### src/hdl/rsas_pkg.sv
// Package for the search and attack sequencer: mode, motion and duty codes,
// the sequencer state and configuration structs and the mode entry function.
// No dependencies; used by every module in hdl.
`default_nettype none

package rsas_pkg;

    typedef enum logic [2:0] {
        MODE_IDLE     = 3'd0,
        MODE_DETECTED = 3'd1,
        MODE_SEARCH   = 3'd2,
        MODE_ATTACK   = 3'd3,
        MODE_BORDER   = 3'd4
    } mode_t;

    typedef enum logic [1:0] {
        MV_FWD   = 2'd0,
        MV_BACK  = 2'd1,
        MV_LEFT  = 2'd2,
        MV_RIGHT = 2'd3
    } motion_t;

    typedef enum logic [2:0] {
        DUTY_ROAM_FWD   = 3'd0,
        DUTY_ROAM_SPIN  = 3'd1,
        DUTY_DETECT_FWD = 3'd2,
        DUTY_SWEEP      = 3'd3,
        DUTY_PUSH       = 3'd4,
        DUTY_ATTACK_BCK = 3'd5,
        DUTY_BORDER     = 3'd6
    } duty_t;

    typedef enum logic [2:0] {
        REG_IDLE_FORWARD = 3'd0,
        REG_IDLE_TURN    = 3'd1,
        REG_SEARCH_TURN  = 3'd2,
        REG_SEARCH_MAX   = 3'd3,
        REG_ATTACK_PUSH  = 3'd4,
        REG_ATTACK_BACK  = 3'd5
    } reg_index_t;

    localparam int unsigned CFG_INDEX_W = 3;
    localparam int unsigned CFG_DATA_W  = 16;
    localparam logic [7:0]  LEFT_PERIODS = 8'd3;
    localparam logic [7:0]  PERIOD_MAX   = 8'd255;

    typedef struct packed {
        logic [15:0] idle_forward_ms;
        logic [15:0] idle_spin_ms;
        logic [15:0] search_turn_ms;
        logic [7:0]  search_max_periods;
        logic [15:0] attack_push_ms;
        logic [15:0] attack_retreat_ms;
    } cfg_t;

    localparam cfg_t CFG_RESET = '{
        idle_forward_ms:    16'd600,
        idle_spin_ms:       16'd400,
        search_turn_ms:     16'd200,
        search_max_periods: 8'd6,
        attack_push_ms:     16'd1000,
        attack_retreat_ms:  16'd400
    };

    typedef struct packed {
        mode_t       mode;
        logic [15:0] elapsed_ms;
        logic        idle_going_fwd;
        logic        idle_next_right;
        logic        search_left;
        logic [7:0]  search_count;
        logic        attack_push;
    } state_t;

    localparam state_t STATE_RESET = '{
        mode:            MODE_IDLE,
        elapsed_ms:      16'd0,
        idle_going_fwd:  1'b1,
        idle_next_right: 1'b1,
        search_left:     1'b1,
        search_count:    8'd0,
        attack_push:     1'b1
    };

    typedef struct packed {
        mode_t   mode_now;
        duty_t   duty_select;
        motion_t motion;
        logic    drive_valid;
    } result_t;

    typedef struct packed {
        logic target_seen;
        logic edge_seen;
        logic audio_hold;
        logic start_button;
    } sensors_t;

    // Entering a mode restarts the timer and resets that mode's sub-phase.
    function automatic state_t enter_mode(state_t s, mode_t m);
        state_t r;
        r = s;
        r.mode = m;
        r.elapsed_ms = 16'd0;
        case (m)
            MODE_IDLE:
            begin
                r.idle_going_fwd = 1'b1;
            end
            MODE_SEARCH:
            begin
                r.search_left = 1'b1;
                r.search_count = 8'd0;
            end
            MODE_ATTACK:
            begin
                r.attack_push = 1'b1;
            end
            default:
            begin
                r.mode = m;
            end
        endcase
        return r;
    endfunction

endpackage

`default_nettype wire

### src/hdl/robot_search_attack_sequencer_top.sv
// Top level of the search and attack sequencer: input word register, sequencer
// state, result register and stream handshake. Uses rsas_pkg, rsas_cfg and rsas_core.
//
// Channel   Direction  Ports                          Word
// s_axis    in         s_tvalid s_tready s_tdata[7:0] one sensor tick
// m_axis    out        m_tvalid m_tready m_tdata[15:0] one drive command
// cfg       in         cfg_we cfg_index cfg_data      one register write
//
// A tick word is taken into the input register, evaluated against the
// sequencer state there and moves into the result register when that
// register is empty or being read, so one word is taken each cycle while
// m_tready does not hold the result.
// Writing the state with the result gives one word per clock when nothing stalls.
// A stall on m_tready holds the result and the input register; s_tready
// drops only when the input register is full and cannot move on.
// Reset loads the register defaults and the idle state, with both stages empty.
`default_nettype none

module robot_search_attack_sequencer_top #(
    parameter int unsigned TICK_STEP_MS = 20
) (
    input  wire logic                             clk,
    input  wire logic                             rst_n,
    input  wire logic                             s_tvalid,
    output logic                                  s_tready,
    // target_seen, edge_seen, audio_hold, start_button, then zero fill.
    input  wire logic [7:0]                       s_tdata,
    output logic                                  m_tvalid,
    input  wire logic                             m_tready,
    // drive_valid, motion[1:0], duty_select[2:0], mode_now[2:0], then zero fill.
    output logic [15:0]                           m_tdata,
    input  wire logic                             cfg_we,
    input  wire logic [rsas_pkg::CFG_INDEX_W-1:0] cfg_index,
    input  wire logic [rsas_pkg::CFG_DATA_W-1:0]  cfg_data
);

    rsas_pkg::cfg_t      cfg;
    rsas_pkg::sensors_t  in_word_reg;
    rsas_pkg::sensors_t  in_word_next;
    logic                in_valid_reg;
    logic                in_valid_next;
    rsas_pkg::state_t    state_reg;
    rsas_pkg::state_t    state_next;
    rsas_pkg::state_t    core_state;
    rsas_pkg::result_t   core_res;
    rsas_pkg::result_t   out_word_reg;
    rsas_pkg::result_t   out_word_next;
    logic                out_valid_reg;
    logic                out_valid_next;
    logic                advance;
    logic                s_take;

    rsas_cfg u_cfg (
        .clk       (clk),
        .rst_n     (rst_n),
        .cfg_we    (cfg_we),
        .cfg_index (cfg_index),
        .cfg_data  (cfg_data),
        .cfg       (cfg)
    );

    rsas_core #(
        .TICK_STEP_MS (TICK_STEP_MS)
    ) u_core (
        .sensors (in_word_reg),
        .cur     (state_reg),
        .cfg     (cfg),
        .nxt     (core_state),
        .res     (core_res)
    );

    assign advance  = in_valid_reg && (!out_valid_reg || m_tready);
    assign s_tready = !in_valid_reg || advance;
    assign s_take   = s_tvalid && s_tready;

    always_comb
    begin
        in_word_next   = in_word_reg;
        in_valid_next  = in_valid_reg;
        state_next     = state_reg;
        out_word_next  = out_word_reg;
        out_valid_next = out_valid_reg;
        if (m_tready)
        begin
            out_valid_next = 1'b0;
        end
        if (advance)
        begin
            state_next     = core_state;
            out_word_next  = core_res;
            out_valid_next = 1'b1;
            in_valid_next  = 1'b0;
        end
        if (s_take)
        begin
            in_word_next  = {s_tdata[0], s_tdata[1], s_tdata[2], s_tdata[3]};
            in_valid_next = 1'b1;
        end
    end

    always_ff @(posedge clk or negedge rst_n)
    begin
        if (!rst_n)
        begin
            in_valid_reg  <= 1'b0;
            out_valid_reg <= 1'b0;
            state_reg     <= rsas_pkg::STATE_RESET;
        end
        else
        begin
            in_valid_reg  <= in_valid_next;
            out_valid_reg <= out_valid_next;
            state_reg     <= state_next;
        end
    end

    always_ff @(posedge clk)
    begin
        in_word_reg  <= in_word_next;
        out_word_reg <= out_word_next;
    end

    assign m_tvalid = out_valid_reg;
    assign m_tdata  = {7'd0, out_word_reg.mode_now, out_word_reg.duty_select,
                       out_word_reg.motion, out_word_reg.drive_valid};

    // An idle result carries no motion and no duty selection.
    assert property (@(posedge clk) disable iff (!rst_n)
        (m_tvalid && !out_word_reg.drive_valid) |->
            (out_word_reg.motion == rsas_pkg::MV_FWD &&
             out_word_reg.duty_select == rsas_pkg::DUTY_ROAM_FWD))
        else $error("idle result carries a motion or duty code");

    // The border duty only ever goes with a right turn in border mode.
    assert property (@(posedge clk) disable iff (!rst_n)
        (m_tvalid && out_word_reg.drive_valid &&
         out_word_reg.duty_select == rsas_pkg::DUTY_BORDER) |->
            (out_word_reg.motion == rsas_pkg::MV_RIGHT &&
             out_word_reg.mode_now == rsas_pkg::MODE_BORDER))
        else $error("border duty without border turn");

    // An audio override tick leaves the sequencer state untouched.
    assert property (@(posedge clk) disable iff (!rst_n)
        (advance && in_word_reg.audio_hold) |=> $stable(state_reg))
        else $error("state changed on audio override tick");

    // Back pressure reaches the input only through a full input register.
    assert property (@(posedge clk) disable iff (!rst_n)
        !s_tready |-> (in_valid_reg && out_valid_reg && !m_tready))
        else $error("input stalled without a blocked result");

endmodule

`default_nettype wire

### src/hdl/rsas_cfg.sv
// Configuration register file of the search and attack sequencer.
// Depends on rsas_pkg for the register indexes and the cfg_t struct.
`default_nettype none

module rsas_cfg (
    input  wire logic                                clk,
    input  wire logic                                rst_n,
    input  wire logic                                cfg_we,
    input  wire logic [rsas_pkg::CFG_INDEX_W-1:0]    cfg_index,
    input  wire logic [rsas_pkg::CFG_DATA_W-1:0]     cfg_data,
    output rsas_pkg::cfg_t                           cfg
);

    rsas_pkg::cfg_t cfg_reg;
    rsas_pkg::cfg_t cfg_next;

    always_comb
    begin
        cfg_next = cfg_reg;
        if (cfg_we)
        begin
            case (rsas_pkg::reg_index_t'(cfg_index))
                rsas_pkg::REG_IDLE_FORWARD: cfg_next.idle_forward_ms = cfg_data;
                rsas_pkg::REG_IDLE_TURN:    cfg_next.idle_spin_ms = cfg_data;
                rsas_pkg::REG_SEARCH_TURN:  cfg_next.search_turn_ms = cfg_data;
                rsas_pkg::REG_SEARCH_MAX:   cfg_next.search_max_periods = cfg_data[7:0];
                rsas_pkg::REG_ATTACK_PUSH:  cfg_next.attack_push_ms = cfg_data;
                rsas_pkg::REG_ATTACK_BACK:  cfg_next.attack_retreat_ms = cfg_data;
                default:                    cfg_next = cfg_reg;
            endcase
        end
    end

    always_ff @(posedge clk or negedge rst_n)
    begin
        if (!rst_n)
        begin
            cfg_reg <= rsas_pkg::CFG_RESET;
        end
        else
        begin
            cfg_reg <= cfg_next;
        end
    end

    assign cfg = cfg_reg;

endmodule

`default_nettype wire

### src/hdl/rsas_core.sv
// Next-state and drive command logic of the search and attack sequencer for one tick.
// Purely combinational; depends on rsas_pkg for state, config and result types.
`default_nettype none

module rsas_core #(
    parameter int unsigned TICK_STEP_MS = 20
) (
    input  wire rsas_pkg::sensors_t sensors,
    input  wire rsas_pkg::state_t   cur,
    input  wire rsas_pkg::cfg_t     cfg,
    output rsas_pkg::state_t   nxt,
    output rsas_pkg::result_t  res
);

    localparam logic [16:0] STEP = 17'(TICK_STEP_MS);

    rsas_pkg::state_t w;
    logic             valid;
    rsas_pkg::motion_t motion;
    rsas_pkg::duty_t  duty;
    logic [7:0]       bumped;
    logic [16:0]      sum;

    always_comb
    begin
        w = cur;
        valid = 1'b0;
        motion = rsas_pkg::MV_FWD;
        duty = rsas_pkg::DUTY_ROAM_FWD;
        bumped = (cur.search_count < rsas_pkg::PERIOD_MAX) ? cur.search_count + 8'd1
                                                           : cur.search_count;
        sum = 17'd0;
        if (!sensors.audio_hold)
        begin
            if (sensors.edge_seen)
            begin
                if (cur.mode != rsas_pkg::MODE_BORDER)
                begin
                    w.mode = rsas_pkg::MODE_BORDER;
                    w.elapsed_ms = 16'd0;
                end
                valid = 1'b1;
                motion = rsas_pkg::MV_RIGHT;
                duty = rsas_pkg::DUTY_BORDER;
            end
            else
            begin
                if (cur.mode == rsas_pkg::MODE_BORDER)
                begin
                    w = rsas_pkg::enter_mode(cur, rsas_pkg::MODE_IDLE);
                end
                case (w.mode)
                    rsas_pkg::MODE_IDLE:
                    begin
                        if (sensors.target_seen)
                        begin
                            w = rsas_pkg::enter_mode(w, rsas_pkg::MODE_DETECTED);
                        end
                        else if (sensors.start_button)
                        begin
                            w = rsas_pkg::enter_mode(w, rsas_pkg::MODE_ATTACK);
                        end
                        else if (w.idle_going_fwd)
                        begin
                            valid = 1'b1;
                            motion = rsas_pkg::MV_FWD;
                            duty = rsas_pkg::DUTY_ROAM_FWD;
                            if (w.elapsed_ms >= cfg.idle_forward_ms)
                            begin
                                w.idle_going_fwd = 1'b0;
                                w.elapsed_ms = 16'd0;
                            end
                        end
                        else
                        begin
                            valid = 1'b1;
                            motion = w.idle_next_right ? rsas_pkg::MV_RIGHT
                                                       : rsas_pkg::MV_LEFT;
                            duty = rsas_pkg::DUTY_ROAM_SPIN;
                            if (w.elapsed_ms >= cfg.idle_spin_ms)
                            begin
                                w.idle_next_right = !w.idle_next_right;
                                w.idle_going_fwd = 1'b1;
                                w.elapsed_ms = 16'd0;
                            end
                        end
                    end
                    rsas_pkg::MODE_DETECTED:
                    begin
                        if (sensors.start_button)
                        begin
                            w = rsas_pkg::enter_mode(w, rsas_pkg::MODE_ATTACK);
                        end
                        else if (!sensors.target_seen)
                        begin
                            w = rsas_pkg::enter_mode(w, rsas_pkg::MODE_SEARCH);
                        end
                        else
                        begin
                            valid = 1'b1;
                            motion = rsas_pkg::MV_FWD;
                            duty = rsas_pkg::DUTY_DETECT_FWD;
                        end
                    end
                    rsas_pkg::MODE_SEARCH:
                    begin
                        if (sensors.target_seen)
                        begin
                            w = rsas_pkg::enter_mode(w, rsas_pkg::MODE_DETECTED);
                        end
                        else if (sensors.start_button)
                        begin
                            w = rsas_pkg::enter_mode(w, rsas_pkg::MODE_ATTACK);
                        end
                        else
                        begin
                            valid = 1'b1;
                            motion = w.search_left ? rsas_pkg::MV_LEFT : rsas_pkg::MV_RIGHT;
                            duty = rsas_pkg::DUTY_SWEEP;
                            if (w.elapsed_ms >= cfg.search_turn_ms)
                            begin
                                w.search_count = bumped;
                                w.elapsed_ms = 16'd0;
                                if (w.search_left)
                                begin
                                    if (bumped >= rsas_pkg::LEFT_PERIODS)
                                    begin
                                        w.search_left = 1'b0;
                                        w.search_count = 8'd0;
                                    end
                                end
                                else if (bumped >= cfg.search_max_periods)
                                begin
                                    w = rsas_pkg::enter_mode(w, rsas_pkg::MODE_IDLE);
                                end
                            end
                        end
                    end
                    rsas_pkg::MODE_ATTACK:
                    begin
                        valid = 1'b1;
                        if (w.attack_push)
                        begin
                            motion = rsas_pkg::MV_FWD;
                            duty = rsas_pkg::DUTY_PUSH;
                            if (w.elapsed_ms >= cfg.attack_push_ms)
                            begin
                                w.attack_push = 1'b0;
                                w.elapsed_ms = 16'd0;
                            end
                        end
                        else
                        begin
                            motion = rsas_pkg::MV_BACK;
                            duty = rsas_pkg::DUTY_ATTACK_BCK;
                            if (w.elapsed_ms >= cfg.attack_retreat_ms)
                            begin
                                w = rsas_pkg::enter_mode(w, sensors.target_seen
                                                            ? rsas_pkg::MODE_DETECTED
                                                            : rsas_pkg::MODE_IDLE);
                            end
                        end
                    end
                    default:
                    begin
                        w = rsas_pkg::enter_mode(w, rsas_pkg::MODE_IDLE);
                    end
                endcase
            end
            sum = {1'b0, w.elapsed_ms} + STEP;
            w.elapsed_ms = sum[16] ? 16'hFFFF : sum[15:0];
        end
    end

    assign nxt = w;
    assign res.drive_valid = valid;
    assign res.motion = motion;
    assign res.duty_select = duty;
    assign res.mode_now = w.mode;

endmodule

`default_nettype wire

### config.mk
export PLATFORM = sky130hd
export DESIGN_NAME = robot_search_attack_sequencer_top
export DESIGN_NICKNAME = d
export VERILOG_FILES = /design/src/hdl/rsas_pkg.sv /design/src/hdl/robot_search_attack_sequencer_top.sv /design/src/hdl/rsas_cfg.sv /design/src/hdl/rsas_core.sv
export SDC_FILE = /design/constraint.sdc
export NUM_CORES = 1
export LEC_CHECK = 0
export ABC_AREA = 1
export ABC_CLOCK_PERIOD_IN_PS = 9300
export BUFFER_PORTS_ARGS = -buffer_cell sky130_fd_sc_hd__buf_4
export CORE_MARGIN = 2
export CORE_UTILIZATION = 30
export DETAILED_ROUTE_END_ITERATION = 16
export SYNTH_ARGS = -nofsm -noshare
export SYNTH_HDL_FRONTEND = slang
export SYNTH_SLANG_ARGS = --single-unit
### constraint.sdc
create_clock -name clk -period 9.3 [get_ports clk]
set_input_delay 0.465 -clock clk [delete_from_list [all_inputs] [get_ports clk]]
set_output_delay 0.465 -clock clk [all_outputs]
set_load 0.01 [all_outputs]
==> impl_results.md <==
- Total gr overflow: 0
- Largest register FFs: 88
- WS Path Type: reg2reg
- Int Pwr: 1.459 mW
- Crit path largest cell delay: between 0.4 and 0.5 ns
- Hold buffers post-CTS: 0
- Most common cell after layout, fill and taps aside: nand2_1
- N_diodes: 0
- Logic pwr share: about two fifths
- WL/cell: roughly 13 microns
- Max VDD drop: 0.1163 mV
- Number of antenna violations at the first check in global routing: 0
- Synth Flop Type: dfrtp_1
- CTS resizes: 0
- Run status: finished clean
- Clk sinks: between 100 and 150
- Clock Skews: a little over 0.01 ns
- Reg2Reg Setup Slack: 4.98 ns
- Num rows: 62
- DIE HEIGHT: 175.3 microns
- Synth-to-layout area growth: 13.62%
- MaxCap Viol Count: 0
- Nets: 1298
- Worst-margin pin slew: 0.9979 ns
- Register Area: 0.003450 sq mm
- Slowest cell on the critical path: nor2_1
- DRT iter0 DRCs: 468
- Tot GR Track Use: 14.06%
- Gpl congestion: between 0.8 and 0.9
- Clk pwr share: between 20% and 30%
- Final Critical Period: 4.325 ns
- Mapped cell area: 0.008803 sq mm
- CP bufs+invs: 3
- Post-CTS Repair Setup Buffers: 0
- P per Cell Area: approximately 240 mW/mm^2
- Wirelength, routed: between 20000 and 25000 microns
- Yosys cell types: 46
- Clock root cell: clkbuf_16
- Via count: 7317
- Pins Over Slew Limit: 0
- RSZ-0062 raised after global routing: no
- CTS max path bufs: 2
- Crit path max-delay family: simple AND/OR/NAND/NOR gates
- Final ANT Viol Nets: 0
- DP HPWL: 15470 microns
- Num ports: 50
- Synth warn: 0
- Area occupied by multi-input gates: 0.004359 sq mm
- CP required: 9.65 ns
- Arrival time at the worst endpoint: between 4 and 5 ns
- Setup ws final: 4.975 ns
- DR vias/cell: 4.637
- DRT Pass-1 Iters: 5
- Clk slew on worst S/H paths: about 0.070 ns
- Number of synthesized flops with an enable pin: 13
- Core area: 0.02878 sq mm
- Die width: ~180 microns
- Final Cycle Share: 46.50%
- Worst-path maximum fanout: 22
- Worst Hold Class: in2async
- Drt drc: 0
- Setup TNS: 0 ns
- Share of cells above drive strength 1: 10.72%
- H-tree depth: 4
- Clk_lat worst skew: between 0.4 and 0.5 ns
- Worst setup SP type: flip-flop
- Die area: slightly above 0.03 sq mm
- Largest net degree at the start of global routing: 71
- LEAKAGE: 5.100 nW
- NetSw: 973.3 uW
- Power share of the sequential group: around a third
- # setup viols final: 0
- CTS tree: done
- Hold_ws: 0.06566 ns
- Post-Syn Instances: 1148
- DP Worst Slack: between 4 and 5 ns
- Worst setup EP type: flip-flop
- Sequential area share after synthesis: 39.18%
- Vias in the first global route: between 7000 and 8000
- First-pass GRT wire length: 34780 microns
- Most frequent cells in the layout: nand2_1, inv_1, o21ai_0, dfrtp_1, ha_1
- Port Buffers: 38
- Switching Share: 40.02%
- Num CTS Buffers: 17
- Hold Fails Final Rpt: 0
- Avg Synthesized Cell Area: between 7 and 8 sq um
- Fill cells: 3017
- Top achievable clock speed: between 0.2 and 0.25 GHz
- Initial core utilization: a little under a third
- Relative slew slack: 33.29%
- Async SR Flop Fraction: 90.30%
- Post-synthesis register bit count: 134
[worst reg2reg max path, stage by stage, from the launching register on]
cell	delay [ns]
dfrtp_1	0.45
nor2_4	0.09
nand2_4	0.18
inv_2	0.17
nor2_1	0.47
ha_1	0.35
a21oi_1	0.13
nor3_1	0.06
a211oi_1	0.17
nand2_1	0.08
nand2_1	0.06
nand3_1	0.14
nand2_1	0.16
nand3_2	0.08
nand3_2	0.07
nand2_2	0.06
nand2_4	0.21
inv_2	0.12
nor2_1	0.15
ha_1	0.19
inv_1	0.04
nand2_1	0.14
nand2_2	0.12
nor2_4	0.17
nand3_4	0.14
nand2_2	0.12
nor2_1	0.05
nor2_1	0.08
[power by group through the flow]
stage / Sequential [mW] / Clock [mW] / Combinational (mW)
floorplan: 0.807 / 0 / 0.747
global placement: 0.830 / 0 / 0.928
detailed placement: 0.831 / 0 / 0.956
CTS: 0.823 / 0.667 / 0.963
global route: 0.841 / 0.694 / 1.12
finish: 0.824 / 0.655 / 0.954
[final cells by class]
type / instances / share of cell area, %
clock buffer: 21 / 4.829
clock inverter: 11 / 0.8882
inverter: 224 / 8.406
multi-input combinational: 764 / 43.58
sequential: 134 / 34.49
tap: 384 / 4.804
timing repair buffer: 40 / 3.002
[cell usage after synthesis (2+ instances only)]
master | instances | area, sq um
nor2_4 | 5 | 56.30
o32ai_1 | 4 | 35.03
dfrtp_1 | 96 | 2402
nand4_1 | 17 | 106.4
inv_2 | 5 | 18.77
dfstp_2 | 25 | 656.9
nor2_1 | 73 | 274.0
a22oi_1 | 4 | 30.03
buf_6 | 2 | 22.52
a211oi_1 | 5 | 37.54
nand2_2 | 9 | 56.30
nand2_1 | 248 | 930.9
o221ai_1 | 3 | 26.28
o31ai_1 | 2 | 15.01
inv_1 | 215 | 807.0
xor2_1 | 7 | 61.31
o21bai_1 | 7 | 52.55
o21ai_1 | 2 | 10.01
nand3_1 | 57 | 285.3
ha_1 | 85 | 1064
buf_4 | 8 | 60.06
a21o_1 | 2 | 15.01
nand2_4 | 2 | 22.52
nand3_4 | 2 | 35.03
o22ai_1 | 5 | 31.28
o21ai_0 | 126 | 630.6
clkbuf_1 | 21 | 78.83
a21oi_1 | 49 | 245.2
nor3_1 | 20 | 100.1
edfxtp_1 | 13 | 390.4
o21a_1 | 5 | 37.54
clkinv_1 | 4 | 15.01
nand3_2 | 7 | 70.07
[metal layers]
metal / global-route usage, % / vias up / share of wire (%)
met4: 4.375 / 0 / 1.5
met2: 23.67 / 114 / 48
met1: 18.17 / 3400 / 47
met5: 0 / - / 0
met3: 2.792 / 30 / 3.9
li1: - / 3773 / -
[logic make-up after synthesis]
family,share of synthesized area [%]
DFF,39.18
buffers and inverters,11.55
AOI/OAI and AO/OA,13.84
xor gates and xnor gates,0.7959
and+or+nand+nor,22.50
adders and majority gates,12.08
other,0.04260
[through the flow]
stage	std cells	util [%]	instance area [sq um]	power, mW
4_1_cts	1578	34.75	10000	2.453
2_1_floorplan	1154	-	8826	1.555
3_3_place_gp	1546	32.77	9430	1.758
5_1_grt	1578	34.75	10000	2.650
3_5_place_dp	1546	32.77	9430	1.787
6_report	1578	34.75	10000	2.432
[path summary, 6_finish.rpt]
path,cells past startpoint,to,start
setup / recovery,27,state_reg[27],state_reg[29]
hold / removal,1,u_cfg.cfg[68],rst_n
setup reg to reg,27,state_reg[27],state_reg[29]
hold reg to reg,2,u_cfg.cfg[5],u_cfg.cfg[5]
max in group asynchronous,2,async pin,rst_n
min in group clk,1,in_word_reg[3],s_tdata[0]
(Power assumes the default switching activity.)
